<file path="src/sv/lpd_pkg.sv">
`default_nettype none
package lpd_pkg;

	localparam int unsigned LENGTH_WIDTH_DEF = 27;
	localparam int unsigned HEADER_LEN       = 4;
	localparam logic [32:0] FRAME_CAP        = 33'h0_0400_0000;

endpackage
`default_nettype wire

</file>
<file path="src/sv/lpd_in_if.sv">
`default_nettype none
interface lpd_in_if;
	logic       valid;
	logic       ready;
	logic [7:0] data_byte;

	modport source (output valid, output data_byte, input ready);
	modport sink   (input valid, input data_byte, output ready);
endinterface
`default_nettype wire

</file>
<file path="src/sv/lpd_out_if.sv">
`default_nettype none
interface lpd_out_if
	import lpd_pkg::*;
#(
	parameter int unsigned LENGTH_WIDTH = LENGTH_WIDTH_DEF
);
	logic                    valid;
	logic                    ready;
	logic [7:0]              payload_byte;
	logic                    first_of_message;
	logic                    last_of_message;
	logic [LENGTH_WIDTH-1:0] message_length;
	logic                    error;

	modport source (
		output valid, output payload_byte, output first_of_message,
		output last_of_message, output message_length, output error,
		input ready
	);
	modport sink (
		input valid, input payload_byte, input first_of_message,
		input last_of_message, input message_length, input error,
		output ready
	);
endinterface
`default_nettype wire

</file>
<file path="src/sv/length_prefix_deframer.sv">
// Length-prefixed message deframer.
// stream: one byte per transfer. Each message is a 4-byte big-endian length
//   header followed by that many payload bytes. Header bytes give no result unless in error (below).
// result: one transfer per payload byte, with first/last marks and the
//   message length. A header of zero or above the cap (the smaller of
//   max_length and 64 Mi) sets a sticky error; that byte and every later one
//   gives a result with error set and all other fields zero.
// max_length_we / max_length: cap register; the user must write it only while idle, the block does not enforce it.
// Throughput: one byte per cycle while result.ready is high. Each byte is decoded in the cycle it is
//   taken, against the framing state registers; its result sits in the
//   output register from the next cycle on.
// Stall: stream.ready follows "output register empty or being drained", so
//   a stalled receiver holds the byte stream off with no loss.
// Reset (arst_n low): framing state and error clear, cap returns to 64 Mi
//   (truncated to LENGTH_WIDTH), output register empties. No clearing pass.
`default_nettype none
module length_prefix_deframer
	import lpd_pkg::*;
#(
	parameter int unsigned LENGTH_WIDTH = LENGTH_WIDTH_DEF
) (
	input  wire logic                    clk,
	input  wire logic                    arst_n,
	input  wire logic                    max_length_we,
	input  wire logic [LENGTH_WIDTH-1:0] max_length,
	lpd_in_if.sink                       stream,
	lpd_out_if.source                    result
);

	localparam logic [1:0] LAST_HDR = 2'(HEADER_LEN - 1);
	localparam logic [LENGTH_WIDTH-1:0] CAP_RESET = LENGTH_WIDTH'(FRAME_CAP);

	logic [LENGTH_WIDTH-1:0] max_length_q;
	logic [23:0]             header_q;
	logic [1:0]              hcnt_q;
	logic                    in_payload_q;
	logic [LENGTH_WIDTH-1:0] cur_q;
	logic [LENGTH_WIDTH-1:0] rem_q;
	logic                    err_q;

	logic                    valid_q;
	logic [7:0]              byte_q;
	logic                    first_q;
	logic                    last_q;
	logic [LENGTH_WIDTH-1:0] len_q;
	logic                    oerr_q;

	logic        take;
	logic [32:0] hdr_len;
	logic        bad_len;
	logic [LENGTH_WIDTH-1:0] rem_dec;

	assign stream.ready = !valid_q || result.ready;
	assign take         = stream.valid && stream.ready;
	assign hdr_len      = {1'b0, header_q, stream.data_byte};
	assign bad_len      = (hdr_len == '0) || (hdr_len > FRAME_CAP)
	                      || (hdr_len > 33'(max_length_q));
	assign rem_dec      = rem_q - LENGTH_WIDTH'(1);

	always_ff @(posedge clk or negedge arst_n) begin
		if (!arst_n) begin
			max_length_q <= CAP_RESET;
		end else if (max_length_we) begin
			max_length_q <= max_length;
		end
	end

	always_ff @(posedge clk or negedge arst_n) begin
		if (!arst_n) begin
			header_q     <= '0;
			hcnt_q       <= '0;
			in_payload_q <= 1'b0;
			cur_q        <= '0;
			rem_q        <= '0;
			err_q        <= 1'b0;
		end else if (take && !err_q) begin
			if (in_payload_q) begin
				rem_q <= rem_dec;
				if (rem_dec == '0) begin
					in_payload_q <= 1'b0;
					cur_q        <= '0;
				end
			end else if (hcnt_q != LAST_HDR) begin
				header_q <= {header_q[15:0], stream.data_byte};
				hcnt_q   <= hcnt_q + 2'd1;
			end else begin
				header_q <= '0;
				hcnt_q   <= '0;
				if (bad_len) begin
					err_q <= 1'b1;
				end else begin
					in_payload_q <= 1'b1;
					cur_q        <= LENGTH_WIDTH'(hdr_len);
					rem_q        <= LENGTH_WIDTH'(hdr_len);
				end
			end
		end
	end

	// output register
	always_ff @(posedge clk or negedge arst_n) begin
		if (!arst_n) begin
			valid_q <= 1'b0;
		end else if (take) begin
			valid_q <= err_q || in_payload_q || (hcnt_q == LAST_HDR && bad_len);
		end else if (result.ready) begin
			valid_q <= 1'b0;
		end
	end

	always_ff @(posedge clk) begin
		if (take) begin
			if (err_q || (!in_payload_q && hcnt_q == LAST_HDR && bad_len)) begin
				byte_q  <= '0;
				first_q <= 1'b0;
				last_q  <= 1'b0;
				len_q   <= '0;
				oerr_q  <= 1'b1;
			end else begin
				byte_q  <= stream.data_byte;
				first_q <= (rem_q == cur_q);
				last_q  <= (rem_q == LENGTH_WIDTH'(1));
				len_q   <= cur_q;
				oerr_q  <= 1'b0;
			end
		end
	end

	assign result.valid            = valid_q;
	assign result.payload_byte     = byte_q;
	assign result.first_of_message = first_q;
	assign result.last_of_message  = last_q;
	assign result.message_length   = len_q;
	assign result.error            = oerr_q;

	a_err_sticky: assert property (@(posedge clk) disable iff (!arst_n)
		err_q |=> err_q)
		else $error("sticky error cleared");

	a_payload_count: assert property (@(posedge clk) disable iff (!arst_n)
		in_payload_q |-> (rem_q != '0) && (rem_q <= cur_q) && (hcnt_q == '0))
		else $error("payload counter out of range");

	a_err_fields: assert property (@(posedge clk) disable iff (!arst_n)
		(valid_q && oerr_q) |-> (byte_q == '0) && (len_q == '0) && !first_q && !last_q)
		else $error("error result carries data");

	a_single_byte: assert property (@(posedge clk) disable iff (!arst_n)
		(valid_q && first_q && last_q) |-> (len_q == LENGTH_WIDTH'(1)))
		else $error("first and last on a multi-byte message");

	a_err_hold: assert property (@(posedge clk) disable iff (!arst_n)
		(take && err_q) |=> (valid_q && oerr_q))
		else $error("byte after error gave no error result");

endmodule
`default_nettype wire

</file>
<file path="src/flat_wrapper.sv">
// flat-port wrapper written by rule: the top's interface ports become plain ports
module length_prefix_deframer_flat import lpd_pkg::*;
#(
	parameter int unsigned LENGTH_WIDTH = LENGTH_WIDTH_DEF
)
  (clk, arst_n, max_length_we, max_length, stream_valid, stream_data_byte, stream_ready, result_valid, result_payload_byte, result_first_of_message, result_last_of_message, result_message_length, result_error, result_ready);
  lpd_in_if stream_i ();
  lpd_out_if #(.LENGTH_WIDTH(LENGTH_WIDTH)) result_i ();
  input  wire logic clk;
  input  wire logic arst_n;
  input  wire logic max_length_we;
  input  wire logic [LENGTH_WIDTH-1:0] max_length;
  input wire logic [$bits(stream_i.valid)-1:0] stream_valid;
  input wire logic [$bits(stream_i.data_byte)-1:0] stream_data_byte;
  output wire logic [$bits(stream_i.ready)-1:0] stream_ready;
  output wire logic [$bits(result_i.valid)-1:0] result_valid;
  output wire logic [$bits(result_i.payload_byte)-1:0] result_payload_byte;
  output wire logic [$bits(result_i.first_of_message)-1:0] result_first_of_message;
  output wire logic [$bits(result_i.last_of_message)-1:0] result_last_of_message;
  output wire logic [$bits(result_i.message_length)-1:0] result_message_length;
  output wire logic [$bits(result_i.error)-1:0] result_error;
  input wire logic [$bits(result_i.ready)-1:0] result_ready;
  assign stream_i.valid = stream_valid;
  assign stream_i.data_byte = stream_data_byte;
  assign stream_ready = stream_i.ready;
  assign result_valid = result_i.valid;
  assign result_payload_byte = result_i.payload_byte;
  assign result_first_of_message = result_i.first_of_message;
  assign result_last_of_message = result_i.last_of_message;
  assign result_message_length = result_i.message_length;
  assign result_error = result_i.error;
  assign result_i.ready = result_ready;
  length_prefix_deframer #(.LENGTH_WIDTH(LENGTH_WIDTH)) u_core (.clk(clk), .arst_n(arst_n), .max_length_we(max_length_we), .max_length(max_length), .stream(stream_i), .result(result_i));
endmodule
</file>
<file path="config.mk">
export PLATFORM = sky130hd
export DESIGN_NAME = length_prefix_deframer_flat
export DESIGN_NICKNAME = d
export VERILOG_FILES = /design/src/sv/lpd_pkg.sv /design/src/sv/lpd_in_if.sv /design/src/sv/lpd_out_if.sv /design/src/sv/length_prefix_deframer.sv /design/src/flat_wrapper.sv
export SDC_FILE = /design/constraint.sdc
export NUM_CORES = 1
export LEC_CHECK = 0
export BUFFER_PORTS_ARGS = -buffer_cell sky130_fd_sc_hd__buf_4
export CAP_MARGIN = 20
export CELL_PAD_IN_SITES_DETAIL_PLACEMENT = 1
export CELL_PAD_IN_SITES_GLOBAL_PLACEMENT = 2
export CORE_ASPECT_RATIO = 2
export CORE_MARGIN = 10
export CORE_UTILIZATION = 41
export DETAILED_ROUTE_END_ITERATION = 6
export HOLD_SLACK_MARGIN = 0.08
export PLACE_DENSITY = 0.95
export SYNTH_ARGS = -nofsm -noshare
export SYNTH_HDL_FRONTEND = slang
export SYNTH_SLANG_ARGS = --single-unit
</file>
<file path="constraint.sdc">
create_clock -name clk -period 6.2 [get_ports clk]
set_clock_uncertainty 0.15 [all_clocks]
set_input_delay 0.31 -clock clk [delete_from_list [all_inputs] [get_ports clk]]
set_output_delay 0.31 -clock clk [all_outputs]
set_load 0.01 [all_outputs]
</file>
### After elaboration in Yosys (flattened, before gate mapping)

Index checks and enable logic that the tools add are counted.

| cells by class | value |
|---|---|
| reductions and logical operators | 21 |
| equal/unequal tests | 7 |
| multiplexer cells | 14 |
| bitwise gates (word level) | 2 |
| order comparisons | 2 |
| add/subtract/negate cells | 2 |

Operators with widths:

| kind | number |
|---|---|
| 2-to-1 mux 27 bit | 5 |
| logical NOT 33 bit | 1 |
| > comparator 32 x 27 -> 1 bit | 1 |
| > comparator 32 x 27 -> 1 bit, second input constant | 1 |
| == test 27 x 1 -> 1 bit, second input constant | 1 |
| == test 27 bit | 1 |
| logical NOT 27 bit | 1 |
| subtractor 27 x 1 -> 27 bit, second input constant | 1 |
| 2-to-1 mux 24 bit | 1 |
| AND reduction 4 bit | 2 |
| 2-to-1 mux 1 bit | 7 |
| logical OR 1 bit | 6 |
| logical AND 1 bit | 5 |
| inequality test 2 x 1 -> 1 bit, second input constant | 2 |
| inequality test 2 bit, second input constant | 2 |
| logical NOT 1 bit | 3 |
| AND reduction 3 bit | 1 |
| adder 2 x 1 -> 2 bit, second input constant | 1 |
| == test 2 bit, second input constant | 1 |
| 2-to-1 mux 2 bit | 1 |
| inverter 1 bit | 2 |
| AND reduction 2 bit | 1 |
| nonzero test 2 bit | 1 |

| word-level totals | value |
|---|---|
| register bits | 148 |

### Logic depth before layout (Yosys ltp)

| depth | value |
|---|---|
| word-level depth | 6 |
| mapped depth | 12 |
| mapped depth without buffers | 10 |

### Worst setup path before layout

OpenSTA, ideal clock, no wires.

| timing path | value |
|---|---|
| kind | register -> register |
| start | reg u_core.rem_q[0] |
| end | reg u_core.cur_q[0] |
| arrival | 3.141 ns |
| required time | 5.904 ns |
| path slack | 2.763 ns |
| cell stages (with the launch flop) | 13 |
| setup time | 0.146 ns |
| path through | dfrtp_1 > clkbuf_1 > inv_1 > ha_1 > or4b_1 > clkbuf_1 > nor3_1 > xor2_1 > a2111oi_1 > o2111ai_2 > buf_6 > o21ai_1 > mux2i_1 |

| on the way | value |
|---|---|
| word-level cells in the longest chain between the ends | 4 |

RTL lines:

| item | line | source |
|---|---|---|
| from (decl) | length_prefix_deframer.sv:38 | `logic [LENGTH_WIDTH-1:0] rem_q;` |
| from (signal assigned) | length_prefix_deframer.sv:78 | `rem_q <= rem_dec;` |
| from (signal assigned) | length_prefix_deframer.sv:94 | `rem_q <= LENGTH_WIDTH'(hdr_len);` |
| subtractor 27 x 1 -> 27 bit | length_prefix_deframer.sv:58 | `assign rem_dec = rem_q - LENGTH_WIDTH'(1);` |
| logical NOT 27 bit | length_prefix_deframer.sv:79 | `if (rem_dec == '0) begin` |
| inequality test 2 bit (no source line) | n/a |  |
| AND reduction 4 bit (no source line) | n/a |  |
| to (signal assigned) | length_prefix_deframer.sv:93 | `cur_q <= LENGTH_WIDTH'(hdr_len);` |
| to (decl) | length_prefix_deframer.sv:37 | `logic [LENGTH_WIDTH-1:0] cur_q;` |

No other way between the ends.
A chain may end at the register's enable or synchronous reset.

### Final worst setup path

| timing path | value |
|---|---|
| start | reg u_core.rem_q[0] |
| end | reg u_core.cur_q[4] |

The elaborated chain is that of the path after synthesis.

==> report_table.html <==
<table>
<tr><th>Metric</th><th>Value</th></tr>
<tr><th colspan="2">Logic synthesis</th></tr>
<tr><td>Post-synth top flop</td><td>dfrtp_1</td></tr>
<tr><td>Post-synthesis register bit count</td><td>148</td></tr>
<tr><td>Avg Synthesized Cell Area</td><td>9.718 µm²</td></tr>
<tr><td>Synth warnings</td><td>0</td></tr>
<tr><td>Dominant cells by area after synthesis</td><td>dfrtp_1 33%, edfxtp_1 14%, ha_1 4.7%, o21ai_0 3.8%, mux2i_1 3.7%</td></tr>
<tr><td>Top-area cell type share of the netlist area</td><td>33.26%</td></tr>
<tr><td>Yosys top cell by area</td><td>dfrtp_1</td></tr>
<tr><td>Most common cell in the netlist</td><td>dfrtp_1</td></tr>
<tr><td>Number of synthesized flops with an enable pin</td><td>38</td></tr>
<tr><td>Synthesized instance count</td><td>844</td></tr>
<tr><td>Most instantiated cells after synthesis</td><td>109 x dfrtp_1, 80 x nand2_1, 66 x inv_1, 63 x o21ai_0, 44 x nor2_1</td></tr>
<tr><td>Sequential-to-total area share from yosys stat</td><td>47.49%</td></tr>
<tr><td>Area of the mapped netlist</td><td>0.008202 mm²</td></tr>
<tr><td>Proportion of synthesized flip-flops having asynchronous set or reset</td><td>74.32%</td></tr>
<tr><td>Post-synth net total</td><td>915</td></tr>
<tr><td>Distinct cell type count after synthesis</td><td>72</td></tr>
<tr><th colspan="2">Flow run</th></tr>
<tr><td>MaxCap Viol Count</td><td>0</td></tr>
<tr><th colspan="2">Drt</th></tr>
<tr><td>Number of nets with antenna violations after detailed routing</td><td>0</td></tr>
<tr><td>WL/cell</td><td>23.27 µm</td></tr>
<tr><td>Length of the first detailed-routing pass in iterations</td><td>4</td></tr>
<tr><td>DRC violation count after routing</td><td>0</td></tr>
<tr><td>Via Count</td><td>7034</td></tr>
<tr><td>Routed wire length</td><td>27.92 mm</td></tr>
<tr><td>Routed via count divided by cell count</td><td>5.862</td></tr>
<tr><td>DRT iter0 DRCs</td><td>389</td></tr>
<tr><th colspan="2">Floorplan</th></tr>
<tr><td>Overall die height</td><td>220.0 µm</td></tr>
<tr><td>Overall die width</td><td>120.0 µm</td></tr>
<tr><td>Standard cell core area</td><td>0.01982 mm²</td></tr>
<tr><td>Die Outline Area</td><td>0.02640 mm²</td></tr>
<tr><td>Initial Util</td><td>41.38%</td></tr>
<tr><td>Number of top-level pins</td><td>80</td></tr>
<tr><td>Placement Rows</td><td>73</td></tr>
<tr><th colspan="2">Cells and area</th></tr>
<tr><td>NumNets Final</td><td>996</td></tr>
<tr><td>Final design area excluding fillers</td><td>0.009836 mm²</td></tr>
<tr><td>Synthesis-to-layout area growth</td><td>19.92%</td></tr>
<tr><td>Number of antenna cells inserted</td><td>0</td></tr>
<tr><td>Share of cells above drive strength 1</td><td>15.78%</td></tr>
<tr><th colspan="2">Clocking</th></tr>
<tr><td>CTS buffer count</td><td>17</td></tr>
<tr><td>Sink count of the clock tree</td><td>148</td></tr>
<tr><td>Maximum clock insertion buffer count</td><td>2</td></tr>
<tr><td>TritonCTS clock tree</td><td>built</td></tr>
<tr><td>Post-CTS Setup Repair Bufs</td><td>0</td></tr>
<tr><td>Clock latency on the worst-skew pair</td><td>440 ps</td></tr>
<tr><td>H-Tree Level Count</td><td>4</td></tr>
<tr><td>Cell at the root of the clock tree</td><td>clkbuf_16</td></tr>
<tr><td>Clock-pin slew on the worst setup and hold paths</td><td>60 ps</td></tr>
<tr><td>Count of cells resized by post-cts repair</td><td>0</td></tr>
<tr><th colspan="2">GRT</th></tr>
<tr><td>Number of global-route vias before repair</td><td>7580</td></tr>
<tr><td>Antenna violations before repair</td><td>0</td></tr>
<tr><td>Total routing usage reported by global routing</td><td>21.53%</td></tr>
<tr><td>Wire length of the first global-routing pass</td><td>43.33 mm</td></tr>
<tr><td>Pin count of the biggest net entering global routing</td><td>63</td></tr>
<tr><td>Total congestion overflow after global routing</td><td>0</td></tr>
<tr><th colspan="2">Timing</th></tr>
<tr><td>Actual transition at the worst max-transition pin</td><td>931.4 ps</td></tr>
<tr><td>Worst slew margin relative to its limit</td><td>37.90%</td></tr>
<tr><td>Final critical-path required period</td><td>4281 ps</td></tr>
<tr><td>Total negative setup slack</td><td>0 ps</td></tr>
<tr><td>Final number of hold-violating endpoints</td><td>0</td></tr>
<tr><td>Crit share post-route</td><td>69.04%</td></tr>
<tr><td>Max frequency</td><td>0.2336 GHz</td></tr>
<tr><td>Endpoints failing setup</td><td>0</td></tr>
<tr><td>Number of max-slew violations in the final report</td><td>0</td></tr>
<tr><td>Smallest setup slack after layout</td><td>1919 ps</td></tr>
<tr><td>RSZ-0062 raised after global routing</td><td>false</td></tr>
<tr><th colspan="2">Worst setup path</th></tr>
<tr><td>Startpoint Class</td><td>register</td></tr>
<tr><td>Worst Path Arrival</td><td>4460 ps</td></tr>
<tr><td>Type of destination of the critical path</td><td>register</td></tr>
<tr><td>Path type of the worst setup path</td><td>reg -&gt; reg</td></tr>
<tr><td>Largest fanout of any net on the critical path</td><td>28</td></tr>
<tr><td>Required time of the critical path</td><td>6380 ps</td></tr>
<tr><th colspan="2">Placed design</th></tr>
<tr><td>Worst Setup Slack post-DPL</td><td>1991 ps</td></tr>
<tr><td>Port Buffers</td><td>79</td></tr>
<tr><td>Half-perimeter wire length after detailed placement</td><td>20.56 mm</td></tr>
<tr><td>Global placer's final weighted congestion</td><td>0.9295</td></tr>
<tr><td>Area of placed instances</td><td>0.008947 mm²</td></tr>
<tr><th colspan="2">Worst hold path</th></tr>
<tr><td>Class of the tightest hold or removal check</td><td>in -&gt; reg</td></tr>
<tr><th colspan="2">Power and ir drop</th></tr>
<tr><td>IR drop worst, VDD</td><td>0.1988 mV</td></tr>
<tr><td>Leakage Power</td><td>4.519 nW</td></tr>
<tr><td>Pwr per Cell Area</td><td>249.5 mW/mm²</td></tr>
<tr><th colspan="2">Status</th></tr>
<tr><td>Run status</td><td>finished clean</td></tr>
</table>
## worst max-delay path, stage by stage (launching register included)
cell and delay [ps]:
dfrtp_1 570, inv_1 130, ha_1 320, or4b_1 620
nor3_1 610, xor2_1 140, a2111oi_1 750, o2111ai_2 200
buf_4 290, o21a_1 220, a21o_1 170
## area by class of cell
cell class | instances | area (µm²)
inverters | 67 | 251.5
repair buffers | 121 | 1021
clock inverters | 13 | 107.6
fillers | 2236 | 9985
clock buffers | 19 | 432.9
multi-input cells | 570 | 3800
well taps | 262 | 327.8
flip-flops and latches | 148 | 3895
## cells in the final DEF (no fill, tap or decap), drive strengths merged, types with 8 or more instances in the layout
cell	Yosys	final
buf	16	89
nand3	15	15
dfrtp	109	109
a31oi	8	8
nor2	44	44
nand4	14	14
nor4	26	26
and2	29	29
o21a	9	9
dlygate4sd3	0	32
xor2	28	28
o31ai	29	29
nor3	20	20
clkbuf	43	19
mux2i	30	30
o21ai	84	84
a21oi	25	25
nand2	80	80
ha	31	31
inv	67	70
edfxtp	38	38
## sequential cells by signal (all words and copies together), names as in the netlist
register and count:
u_core.cur_q 27, u_core.err_q 1, u_core.hcnt_q 2, u_core.header_q 24, u_core.in_payload_q 1, u_core.max_length_q 27
u_core.rem_q 27, u_core.result.error 1, u_core.result.first_of_message 1, u_core.result.last_of_message 1, u_core.result.message_length 27, u_core.result.payload_byte 8
u_core.result.valid 1
## power by group
group	leakage (nW)	switching, mW	internal (mW)
Sequential	1.83	0.0588	1.04
Combinational	2.44	0.226	0.152
Clock	0.253	0.426	0.548
Total	4.52	0.711	1.74
## through the flow
step / utilization [%] / total power [mW] / hold slack [ps] / instances
3_5_place_dp: 45.14 / 1.471 / 221.6 / 1135
4_1_cts: 49.49 / 2.464 / 114.2 / 1199
3_3_place_gp: 45.04 / 1.458 / 212.1 / 1134
2_1_floorplan: - / 1.328 / -135.6 / 844
6_report: 49.62 / 2.454 / 116.7 / 1200
5_1_grt: 49.62 / 2.552 / 153.2 / 1200
## cells by family (layout without fill, tap and decap cells)
logic type | Yosys count | in the layout | share of synthesized area [%]
flops | 148 | 148 | 47.49
compound gates | 210 | 210 | 17.01
simple gates | 266 | 266 | 17.16
mux | 33 | 33 | 4.073
xor+xnor | 30 | 30 | 3.204
buf+inv | 126 | 220 | 6.331
fa+ha+maj | 31 | 31 | 4.729
## per-layer routing
layer  track usage, %  wire (µm)
met2            39.59      15250
met5                0          0
met4            17.50       2203
met1            20.33       9474
met3            3.716        996
## final timing paths
| check | slack (ps) | start | endpoint | cells after the start |
|---|---|---|---|---|
| min in group asynchronous | 300 | arst_n | u_core.result.valid | 2 |
| hold reg to reg | 330 | u_core.header_q[22] | u_core.header_q[22] | 2 |
| setup / recovery | 1920 | u_core.rem_q[0] | u_core.cur_q[4] | 10 |
| max in group asynchronous | 4280 | arst_n | u_core.max_length_q[2] | 3 |
| hold / removal | 120 | stream_valid | u_core.result.valid | 3 |
| setup reg to reg | 1920 | u_core.rem_q[0] | u_core.cur_q[4] | 10 |
## timing repair
action	4_1_cts	5_1_grt
hold buffers	32	0
hold endpoints to repair	82	0
setup endpoints to repair	0	0
(Power assumes the default switching activity.)
